[config.mk]
export PLATFORM = sky130hd
export DESIGN_NAME = btmx_ctrl
export DESIGN_NICKNAME = d
export VERILOG_FILES = /design/src/rtl/binary_trie_max_xor_defines.svh /design/src/rtl/btmx_pkg.sv /design/src/rtl/btmx_ctrl.sv
export SDC_FILE = /design/constraint.sdc
export NUM_CORES = 1
export LEC_CHECK = 0
export BUFFER_PORTS_ARGS = -buffer_cell sky130_fd_sc_hd__buf_2
export CAP_MARGIN = 20
export CORE_MARGIN = 3
export CORE_UTILIZATION = 50
export DETAILED_ROUTE_END_ITERATION = 8
export GPL_TIMING_DRIVEN = 0
export MAX_ROUTING_LAYER = met4
export PLACE_DENSITY_LB_ADDON = 0.08
export SLEW_MARGIN = 40
export SYNTH_ARGS = -nofsm -noshare
export SYNTH_HDL_FRONTEND = slang
export SYNTH_SLANG_ARGS = --single-unit
[constraint.sdc]
create_clock -name i_clk -period 4.52 [get_ports i_clk]
set_input_delay 1.13 -clock i_clk [delete_from_list [all_inputs] [get_ports i_clk]]
set_output_delay 1.13 -clock i_clk [all_outputs]
set_load 0.005 [all_outputs]
[src/rtl/binary_trie_max_xor_defines.svh]
// ----------------------------------------------------------------------------
// Binary trie max-XOR assertion macros
// Property wrappers used by the top-level block to check its behavior.
// ----------------------------------------------------------------------------
`ifndef BINARY_TRIE_MAX_XOR_DEFINES_SVH
`define BINARY_TRIE_MAX_XOR_DEFINES_SVH

// Same-cycle implication, sampled on i_clk and disabled while i_rst_n is low.
`define BTMX_ASSERT_IMP(lbl, ante, cons, msg) \
    lbl: assert property (@(posedge i_clk) disable iff (!i_rst_n) (ante) |-> (cons)) \
        else $error(msg);

// Next-cycle implication, sampled on i_clk and disabled while i_rst_n is low.
`define BTMX_ASSERT_NXT(lbl, ante, cons, msg) \
    lbl: assert property (@(posedge i_clk) disable iff (!i_rst_n) (ante) |=> (cons)) \
        else $error(msg);

`endif

[src/rtl/btmx_pkg.sv]
// ----------------------------------------------------------------------------
// Binary trie max-XOR package
// Field widths, codes and the command and status types shared by the modules.
// ----------------------------------------------------------------------------
`default_nettype none

package btmx_pkg;

    localparam int OPCODE_W = 2;
    localparam int KEY_W    = 32;
    localparam int STATUS_W = 2;
    localparam int USES_W   = 20;

    localparam int KEY_BITS_DEF   = 32;
    localparam int POOL_NODES_DEF = 4096;

    localparam logic [USES_W-1:0] USES_MAX = '1;

    typedef enum logic [OPCODE_W-1:0] {
        OP_INSERT = 2'd0,
        OP_DELETE = 2'd1,
        OP_QUERY  = 2'd2,
        OP_NONE   = 2'd3
    } t_opcode;

    typedef enum logic [STATUS_W-1:0] {
        ST_OK     = 2'd0,
        ST_ABSENT = 2'd1,
        ST_FULL   = 2'd2,
        ST_EMPTY  = 2'd3
    } t_status;

    // Datapath commands issued by the controller, one per cycle.
    typedef enum logic [3:0] {
        DP_NOP,
        DP_INIT,
        DP_LOAD,
        DP_RESTART,
        DP_CHECK_STEP,
        DP_WRITE_STEP,
        DP_Q_PROBE,
        DP_Q_TAKE,
        DP_Q_SAME_NOW,
        DP_Q_SAME_SAVED,
        DP_FINISH
    } t_dp_op;

    typedef struct packed {
        t_dp_op  op;
        t_status status;
    } t_dp_cmd;

    typedef struct packed {
        t_opcode op;
        logic    uses_zero;
        logic    uses_full;
        logic    roomy;
        logic    child_zero;
        logic    opp_zero;
        logic    same_saved_zero;
        logic    need_fits;
        logic    bit_zero;
        logic    leaf;
        logic    out_busy;
    } t_dp_stat;

endpackage

`default_nettype wire

[src/rtl/btmx_ctrl.sv]
// ----------------------------------------------------------------------------
// Binary trie max-XOR controller
// Sequences the check, update and query walks over the node pool.
// ----------------------------------------------------------------------------
`default_nettype none

module btmx_ctrl (
    input  wire logic                 i_clk,
    input  wire logic                 i_rst_n,
    input  wire logic                 i_in_valid,
    output logic                      o_in_ready,
    input  wire btmx_pkg::t_dp_stat   i_stat,
    output btmx_pkg::t_dp_cmd         o_cmd
);

    typedef enum logic [3:0] {
        S_INIT,
        S_IDLE,
        S_START,
        S_CHECK,
        S_LEAF,
        S_WRITE,
        S_QUERY,
        S_PROBE,
        S_DONE
    } t_state;

    t_state            r_state, n_state;
    btmx_pkg::t_status r_status, n_status;

    always_comb begin
        n_state      = r_state;
        n_status     = r_status;
        o_cmd.op     = btmx_pkg::DP_NOP;
        o_cmd.status = r_status;
        o_in_ready   = 1'b0;

        unique case (r_state)
            S_INIT: begin
                // Clear the root entry; all other nodes are written on allocation.
                o_cmd.op = btmx_pkg::DP_INIT;
                n_state  = S_IDLE;
            end
            S_IDLE: begin
                o_in_ready = 1'b1;
                if (i_in_valid) begin
                    o_cmd.op = btmx_pkg::DP_LOAD;
                    n_status = btmx_pkg::ST_OK;
                    n_state  = S_START;
                end
            end
            S_START: begin
                unique case (i_stat.op)
                    btmx_pkg::OP_INSERT: begin
                        if (i_stat.uses_full) begin
                            n_status = btmx_pkg::ST_FULL;
                            n_state  = S_DONE;
                        end else if (i_stat.roomy) begin
                            n_state = S_WRITE;
                        end else begin
                            n_state = S_CHECK;
                        end
                    end
                    btmx_pkg::OP_DELETE: begin
                        n_state = S_CHECK;
                    end
                    btmx_pkg::OP_QUERY: begin
                        if (i_stat.uses_zero) begin
                            n_status = btmx_pkg::ST_EMPTY;
                            n_state  = S_DONE;
                        end else begin
                            n_state = S_QUERY;
                        end
                    end
                    default: begin
                        n_state = S_DONE;
                    end
                endcase
            end
            S_CHECK: begin
                if (i_stat.child_zero) begin
                    if (i_stat.op == btmx_pkg::OP_INSERT) begin
                        if (i_stat.need_fits) begin
                            o_cmd.op = btmx_pkg::DP_RESTART;
                            n_state  = S_WRITE;
                        end else begin
                            n_status = btmx_pkg::ST_FULL;
                            n_state  = S_DONE;
                        end
                    end else begin
                        n_status = btmx_pkg::ST_ABSENT;
                        n_state  = S_DONE;
                    end
                end else if (i_stat.op == btmx_pkg::OP_INSERT && i_stat.bit_zero) begin
                    o_cmd.op = btmx_pkg::DP_RESTART;
                    n_state  = S_WRITE;
                end else begin
                    o_cmd.op = btmx_pkg::DP_CHECK_STEP;
                    if (i_stat.bit_zero) begin
                        n_state = S_LEAF;
                    end
                end
            end
            S_LEAF: begin
                // A path whose leaf count has dropped to zero holds no copy.
                if (i_stat.uses_zero) begin
                    n_status = btmx_pkg::ST_ABSENT;
                    n_state  = S_DONE;
                end else begin
                    o_cmd.op = btmx_pkg::DP_RESTART;
                    n_state  = S_WRITE;
                end
            end
            S_WRITE: begin
                o_cmd.op = btmx_pkg::DP_WRITE_STEP;
                if (i_stat.leaf) begin
                    n_state = S_DONE;
                end
            end
            S_QUERY: begin
                if (!i_stat.opp_zero) begin
                    o_cmd.op = btmx_pkg::DP_Q_PROBE;
                    n_state  = S_PROBE;
                end else if (i_stat.child_zero) begin
                    n_state = S_DONE;
                end else begin
                    o_cmd.op = btmx_pkg::DP_Q_SAME_NOW;
                    if (i_stat.bit_zero) begin
                        n_state = S_DONE;
                    end
                end
            end
            S_PROBE: begin
                // The probed node stays in the read register when it is taken.
                if (!i_stat.uses_zero) begin
                    o_cmd.op = btmx_pkg::DP_Q_TAKE;
                    n_state  = i_stat.bit_zero ? S_DONE : S_QUERY;
                end else if (i_stat.same_saved_zero) begin
                    n_state = S_DONE;
                end else begin
                    o_cmd.op = btmx_pkg::DP_Q_SAME_SAVED;
                    n_state  = i_stat.bit_zero ? S_DONE : S_QUERY;
                end
            end
            S_DONE: begin
                if (!i_stat.out_busy) begin
                    o_cmd.op = btmx_pkg::DP_FINISH;
                    n_state  = S_IDLE;
                end
            end
            default: begin
                n_state = S_IDLE;
            end
        endcase
    end

    always_ff @(posedge i_clk) begin
        if (!i_rst_n) begin
            r_state  <= S_INIT;
            r_status <= btmx_pkg::ST_OK;
        end else begin
            r_state  <= n_state;
            r_status <= n_status;
        end
    end

endmodule

`default_nettype wire

==> flow_summary.yaml, run 1 <==
outcome:
  status: "finished clean"
layout:
  layout_commonest_cell: "buf_2"
  seq_area_um2: 120
  finalCoreUtilization: 0.652
  drive_gt1_frac: 0.238
  final_cells: 145
  diodes: 0
  multi_input_area_um2: 572
  final_cell_mix: "21 x buf_2, 10 x nand2_1, 9 x nor2_1, 9 x a21oi_1"
  final_cell_area_um2: 891
  fill_cells: 142
  syn_to_final_growth_pct: 17.3
  nNetsFinal: 147
detailed_routing:
  antenna_left: 0
  vias: 901
  routed_via_density: 6.21
  drc: 0
  routed_wl_um: 2080
  firstDrtPassIters: 4
  avgRoutedWirePerCell_um: 14.3
  drt_iter0_markers: 25
placed_design:
  placed_cell_area_um2: 868
  dp.cells: 142
  numPortBuffers: 18
  gp_congestion: 0.918
  post-dp-hpwl_um: 1670
sta:
  tightest_slew_ns: 0.417
  drv_slew: 0
  worst_clock_skew_ns: 0.00191
  setup_viol: 0
  grt_setup_unrepaired: "false"
  fin_crit_ns: 3.41
  finalHoldViolCount: 0
  max_slew_margin: 0.722
  max_freq_mhz: 293
  fin_crit_sh: 0.755
  tns_ns: 0
logic_synthesis:
  ys_types: 39
  yosysSeqAreaShare: 0.158
  syn_nets: 124
  ys_warn_count: 0
  syn_inst: 109
  syn_avg_cell_area_um2: 6.97
  syn_area_um2: 759
  ys_ff_latch: 6
clocking:
  cts_hold_buffers: 0
  cts_buffers: 3
  cts_max_path_buffers: 2
  clkTransAtPathRegs_ns: 0.04
  cts_resized: 0
  htreeDepth: 1
  cts-root-buf: "clkbuf_4"
  clock_latency_ns: 0.24
  clock-sinks: 6
  cts_tree: "built"
  cts_setup_buffers: 0
critical_path:
  crit_path_max_incr_delay_ns: 0.37
  endpoint_kind: "output pin"
  crit_chain: "buf_2 -> mux2_2 -> a31oi_1 -> o21ai_0 -> buf_2"
  crit_required_ns: 3.39
  arrival_ns: 2.28
  criticalPathCategory: "in2out"
  cp-start-kind: "primary input"
  cpMaxStageDelayCell: "a31oi_1"
  path_buf_inv: 2
  crit_top_cell: "buf_2"
  path_delay_family: "compound AO/OA/AOI/OAI gates"
  path_max_fanout: 5
floorplan:
  coreArea_um2: 1370
  rows: 13
  fp.dieW_um: 45.0
  start_util: 0.556
  die_y_um: 45.0
  die_area_um2: 2020
  ios: 22
grt:
  track_usage: 0.237
  grt_pass1_vias: 768
  antenna_found_initial: 0
  grt.overflow.total: 0
  grt_max_degree: 11
  grt_pass1_wl_um: 3450
min_path:
  hp-class: "reg2reg"
power_and_ir_drop:
  p_leak_nw: 0.358
  p_per_area_nw_per_um2: 216
  vdd_drop_max_v: 0.000160
  combPwrFrac: 0.444
  pwr-share-clk: 0.255
  p_sw_w: 0.0000702
  switching_share: 0.365
  p_int_w: 0.000122
  seqPwrFrac: 0.301
job:
  drv_cap: 0
==> synthesized netlist by cell type <==
cell type	count	area [um^2]
a2111oi_4	1	27.5
a211oi_1	1	7.51
a21bo_2	1	10.0
a21oi_1	9	45.0
a2bb2oi_1	1	8.76
a31oi_1	4	25.0
a31oi_2	1	12.5
and2_1	1	6.26
and3_1	1	6.26
and3b_1	1	8.76
and4_1	1	8.76
buf_1	1	3.75
buf_2	3	15.0
buf_6	2	22.5
clkbuf_1	3	11.3
dfxtp_1	6	120
inv_1	4	15.0
mux2_2	1	11.3
mux2_4	1	15.0
mux2i_1	4	40.0
nand2_1	10	37.5
nand2b_1	5	31.3
nand3_1	3	15.0
nand3b_1	2	15.0
nand4b_1	1	8.76
nor2_1	9	33.8
nor2b_1	3	18.8
nor3_1	6	30.0
nor3b_1	3	22.5
nor4_1	1	6.26
o211a_1	1	10.0
o211ai_1	1	7.51
o21ai_0	6	30.0
o21ai_1	2	10.0
o21bai_1	2	15.0
o22ai_1	3	18.8
o31ai_1	1	7.51
o32ai_1	1	8.76
or3_1	2	12.5
==> state kept, by name (all words and copies together), names as in the netlist <==
signal / cells
r_state: 4
r_status: 2
==> final timing paths <==
kind              cells past startpoint        start          end  slack, ns
hold / removal                        2  r_status[0]  r_status[0]       0.46
hold reg to reg                       2  r_status[0]  r_status[0]       0.46
setup / recovery                      5    i_stat[6]     o_cmd[2]       1.11
setup reg to reg                      6   r_state[2]   r_state[2]       2.86
==> area by class of cell <==
| cell class | instances | area share |
|---|---|---|
| Buffer | 9 | 0.0590 |
| Clock buffer | 3 | 0.0253 |
| Inverter | 4 | 0.0169 |
| Multi-Input combinational cell | 90 | 0.642 |
| Sequential cell | 6 | 0.135 |
| Tap cell | 15 | 0.0211 |
| Timing Repair Buffer | 18 | 0.101 |
==> layer usage <==
| layer | vias to the layer above | wire, um | track usage |
|---|---|---|---|
| met5 | - | 0 | - |
| met4 | 0 | 20 | 0.0526 |
| met3 | 2 | 158 | 0.0598 |
| met2 | 37 | 952 | 0.364 |
| met1 | 412 | 945 | 0.313 |
| li1 | 450 | - | - |
==> worst register-to-register path, cell delays in order, from the launching register on <==
cell and delay, ns:
dfxtp_1 0.30, buf_6 0.13, nand2b_1 0.24, a2111oi_4 0.43, and3b_1 0.25, nand2_1 0.09
o22ai_1 0.09
==> per-stage QoR <==
stage / power [W] / hold slack (ns) / setup WS [ns]
detailed placement: 0.000143 / 0.453 / 1.11
global route: 0.000207 / 0.489 / 1.01
finish: 0.000192 / 0.456 / 1.11
CTS: 0.000193 / 0.463 / 1.11
global placement: 0.000142 / 0.447 / 1.13
floorplan: 0.000118 / 0.454 / 1.55
==> power groups by stage <==
| stage | logic [W] | registers (W) | clock network [W] |
|---|---|---|---|
| after CTS | 0.0000847 | 0.0000579 | 0.0000500 |
| after global placement | 0.0000828 | 0.0000588 | 0 |
| after floorplan | 0.0000590 | 0.0000585 | 0 |
| after global routing | 0.0000955 | 0.0000581 | 0.0000536 |
| after detailed placement | 0.0000843 | 0.0000588 | 0 |
| final | 0.0000854 | 0.0000579 | 0.0000489 |
==> kinds of logic after synthesis <==
logic type | Yosys count | share of synthesized area
flip-flops | 6 | 0.158
buffers and inverters | 13 | 0.0889
AND/OR/NAND/NOR | 49 | 0.344
multiplexers | 6 | 0.0873
AO/OA/AOI/OAI | 35 | 0.321
Note: power is estimated with default switching activity, not from simulation.
==> inputs of run 2 (changes only) <==
- CORE_UTILIZATION: 50 -> 45
- clock period: 4.52 -> 2.9 ns (I/O delays scaled with it)
==> run 2 against run 1 <==
  * Global-route usage fell by 2.4 points
  * Critical path type unchanged
  * Sequential share of layout area barely moved
  * Wire length fell by 0.72%
  * Flip-flop and latch count stayed put
  * Critical endpoint unchanged
  * Combinational power grew 56%
  * Clock power grew 49%
  * Worst setup slack worse by 0.83 ns
==> flow_summary.yaml, run 2 (synthesis gave the netlist of run 1 again) <==
grt:
  grtUsageMet1: 0.296
  met3_usage: 0.0498
  track_usage: 0.214
  grt.overflow.total: 0
  use_met2: 0.320
  antenna_found_initial: 0
  grt_pass1_wl_um: 3320
  grt_max_degree: 11
  grt_pass1_vias: 732
  grt-busiest-layer: "met2"
placed_design:
  placed_cell_area_um2: 870
  post-dp-hpwl_um: 1670
  dp.cells: 143
  gp_congestion: 0.906
  numPortBuffers: 18
sta:
  worst_clock_skew_ns: 0.00464
  fin_crit_ns: 2.63
  setup_viol: 0
  tightest_slew_ns: 0.436
  finalHoldViolCount: 0
  max_slew_margin: 0.708
  grt_setup_unrepaired: "false"
  drv_slew: 0
  max_freq_mhz: 381
  fin_crit_sh: 0.906
  tns_ns: 0
layout:
  regMostFlops: "r_state"
  diodes: 0
  nNetsFinal: 147
  syn_to_final_growth_pct: 17.5
  final_cell_area_um2: 892
  layout_commonest_cell: "buf_2"
  largest_reg_flops: 4
  final_cell_mix: "21 x buf_2, 10 x nand2_1, 9 x nor2_1, 9 x a21oi_1"
  top_regs: "r_state (4), r_status (2)"
  final_cells: 146
  drive_gt1_frac: 0.238
power_and_ir_drop:
  vdd_drop_max_v: 0.000314
  p_per_area_nw_per_um2: 332
  p_leak_nw: 0.358
critical_path:
  arrival_ns: 1.90
  cp-start-kind: "primary input"
  path_max_fanout: 5
  crit_required_ns: 2.17
  criticalPathCategory: "in2out"
  r2r_cells: 6
  endpoint_kind: "output pin"
floorplan:
  rows: 14
  start_util: 0.493
  die_area_um2: 2220
  coreArea_um2: 1540
  ios: 22
  fp.dieW_um: 47.1
  die_y_um: 47.1
clocking:
  cts-root-buf: "clkbuf_4"
  clock-sinks: 6
  cts_tree: "built"
  cts_buffers: 3
  htreeDepth: 1
  cts_setup_buffers: 0
  clock_latency_ns: 0.24
  clkTransAtPathRegs_ns: 0.04
  cts_hold_buffers: 0
  cts_max_path_buffers: 2
  cts_resized: 0
detailed_routing:
  vias: 864
  drc: 0
  routed_wl_um: 2060
  routed_via_density: 5.92
  antenna_left: 0
  avgRoutedWirePerCell_um: 14.1
  firstDrtPassIters: 4
  drt_iter0_markers: 29
outcome:
  status: "finished clean"
min_path:
  hp-class: "reg2reg"
  whs_path_depth: 2
job:
  drv_cap: 0
## run 2: worst max-delay path, cell delays in order
cell and delay, ns:
buf_2 0.15, mux2_2 0.35, a31oi_1 0.39, o21ai_0 0.14, buf_2 0.15
## run 2: per-stage QoR
stage / utilization / power, W / hold WS (ns) / worst slack [ns]
final: 0.579 / 0.000296 / 0.464 / 0.272
after global routing: 0.579 / 0.000316 / 0.498 / 0.245
after CTS: 0.579 / 0.000297 / 0.476 / 0.298
after detailed placement: 0.564 / 0.000223 / 0.470 / 0.297
after global placement: 0.564 / 0.000222 / 0.448 / 0.310
after floorplan: - / 0.000183 / 0.454 / 0.744
## run 2: cell type report
cell class              instances  area, um^2
multi-input cells              90         572
clock buffers                   3        22.5
inverters                       4        15.0
well taps                      16        20.0
fillers                       156         649
flip-flops and latches          6         120
repair buffers                 18        90.1
plain buffers                   9        52.6
## run 2: final timing paths
| path | from | end | slack (ns) |
|---|---|---|---|
| setup reg to reg | r_state[2] | r_state[2] | 1.23 |
| hold reg to reg | r_status[0] | r_status[0] | 0.46 |
| hold / removal | r_status[0] | r_status[0] | 0.46 |
| setup / recovery | i_stat[6] | o_cmd[2] | 0.27 |
## run 2: per-layer routing
layer  vias up  part of all wire
met5         -                 0
li1        448                 -
met4         0             0.011
met1       368              0.45
met3         2             0.096
met2        46              0.44
## run 2: power breakdown
group | switching, W | internal [W]
Combinational | 0.0000765 | 0.0000561
Clock | 0.0000263 | 0.0000465
Sequential | 0.00000308 | 0.0000873
==> inputs of run 3 (changes only) <==
- ABC_AREA: unset -> 1
==> run 3 against run 2 <==
  * Die area decreased by 1.0%
  * Final area increased by 0.70%
  * Count of clock-buffer cells in the layout unchanged
  * Critical path type unchanged
==> flow_summary.yaml, run 3 <==
outcome:
  status: "finished clean"
detailed_routing:
  drc: 0
  vias: 906
  avgRoutedWirePerCell_um: 10.9
  drt_iter0_markers: 25
  routed_via_density: 5.18
  firstDrtPassIters: 4
  routed_wl_um: 1910
  antenna_left: 0
logic_synthesis:
  synthTopCellsByArea: "nand2_1 20%, dfxtp_1 16%, nor2_1 8.0%, nand3_1 7.3%, nand2_2 6.7%"
  ys_warn_count: 0
  synth_most_common_cell: "nand2_1"
  yosysTopAreaCell: "nand2_1"
  syn_inst: 135
  synth_edf_count: 0
  yosysSeqAreaShare: 0.160
  synth_ff_type: "dfxtp_1"
  syn_area_um2: 751
  synth_commonest_cells: "40 x nand2_1, 16 x nor2_1, 13 x inv_1"
  yosys.area.top_type_share: 0.200
  syn_nets: 150
  syn_avg_cell_area_um2: 5.56
  synthArstFlopShare: 0
  ys_ff_latch: 6
  ys_types: 21
clocking:
  clock_latency_ns: 0.24
  cts_hold_buffers: 0
  cts-root-buf: "clkbuf_4"
  cts_resized: 0
  cts_max_path_buffers: 2
  clock-sinks: 6
  clkTransAtPathRegs_ns: 0.05
  cts_tree: "built"
  cts_setup_buffers: 0
  cts_buffers: 3
  htreeDepth: 1
placed_design:
  post-dp-hpwl_um: 1650
  gp_congestion: 0.895
  placed_cell_area_um2: 876
  numPortBuffers: 21
sta:
  holdWs_ns: 0.477
  drv_slew: 0
  tns_ns: 0
  setup_viol: 0
  fin_crit_ns: 2.54
  max_slew_margin: 0.796
  fin_crit_sh: 0.875
  tightest_slew_ns: 0.306
  grt_setup_unrepaired: "false"
  worst_clock_skew_ns: 0.00512
  max_freq_mhz: 394
  finalHoldViolCount: 0
floorplan:
  die_y_um: 46.8
  coreArea_um2: 1540
  die_area_um2: 2190
  fp.dieW_um: 46.8
  start_util: 0.487
  ios: 22
  rows: 14
layout:
  layout_commonest_cell: "nand2_1"
  multi_input_area_um2: 561
  seq_area_um2: 120
  final_cell_area_um2: 898
  largest_reg_flops: 4
  drive_gt1_frac: 0.327
  final_cell_mix: "40 x nand2_1, 21 x buf_2, 16 x nor2_1"
  syn_to_final_growth_pct: 19.7
  nNetsFinal: 176
  top_regs: "r_state (4), r_status (2)"
  regMostFlops: "r_state"
  fill_cells: 161
  diodes: 0
grt:
  grt_pass1_vias: 721
  antenna_found_initial: 0
  grt_max_degree: 8
  track_usage: 0.198
  grt.overflow.total: 0
  grt_pass1_wl_um: 3060
critical_path:
  crit_top_cell: "nand2_1"
  path_delay_family: "simple AND/OR/NAND/NOR gates"
  path_buf_inv: 2
  cp-start-kind: "primary input"
  path_max_fanout: 7
  arrival_ns: 1.81
  endpoint_kind: "output pin"
  worstSetupStartpoint: "i_stat[11]"
  crit_chain: "buf_2 -> nor2_2 -> nand2_1 -> nand2_1 -> nand2_1 -> nand2_2 -> nand2_2 -> o2111ai_1 -> buf_2"
  crit_required_ns: 2.17
  cpMaxStageDelayCell: "nor2_2"
  criticalPathCategory: "in2out"
  reg2reg_from: "r_state[0]"
  crit_path_max_incr_delay_ns: 0.28
power_and_ir_drop:
  p_leak_nw: 0.497
  vdd_drop_max_v: 0.000409
  power.total_w: 0.000600
  p_per_area_nw_per_um2: 667
min_path:
  hp-class: "reg2reg"
  min_from: "r_status[0]"
job:
  drv_cap: 0
## run 3: cell families after synthesis
logic type	synth area share
compound gates	0.118
buf+inv	0.0933
flops	0.160
simple gates	0.628
## run 3: power breakdown
| part | internal (W) | total [W] | switching [W] | leakage [nW] |
|---|---|---|---|---|
| Combinational | 0.000149 | 0.000384 | 0.000236 | 0.434 |
| Sequential | 0.000107 | 0.000141 | 0.0000338 | 0.0492 |
| Clock | 0.0000467 | 0.0000744 | 0.0000278 | 0.0138 |
## run 3: metrics by stage
step | util | setup WS (ns) | instances
after detailed placement | 0.568 | 0.361 | 172
after global routing | 0.583 | 0.262 | 175
after floorplan | - | 0.832 | 135
final | 0.583 | 0.362 | 175
after global placement | 0.568 | 0.384 | 172
after CTS | 0.583 | 0.356 | 175
## run 3: path summary, 6_finish.rpt
kind / to / slack, ns / cells past startpoint
hold reg to reg: r_status[0] / 0.48 / 2
setup reg to reg: r_state[0] / 1.55 / 9
setup / recovery: o_cmd[3] / 0.36 / 9
hold / removal: r_status[0] / 0.48 / 2
## run 3: metal layers
layer  track usage  share of wire  vias to the layer above
met1         0.276           0.48                      396
met2         0.304           0.47                       28
met4             0              0                        0
li1              -              -                      482
met3        0.0575          0.056                        0
met5             -              0                        -
## run 3: final cells by class
cell class,count,area share
inverter,18,0.0780
sequential,6,0.134
clock buffer,3,0.0251
timing repair buffer,21,0.117
multi-input combinational,111,0.624
tap,16,0.0223
## run 3: worst reg2reg max path, delay by kind of cell (launching register included)
kind / cells / cell delay, ns
DFF: 1 / 0.46
and+or+nand+nor: 6 / 0.49
buffers and inverters: 2 / 0.19
AOI/OAI and AO/OA: 1 / 0.12
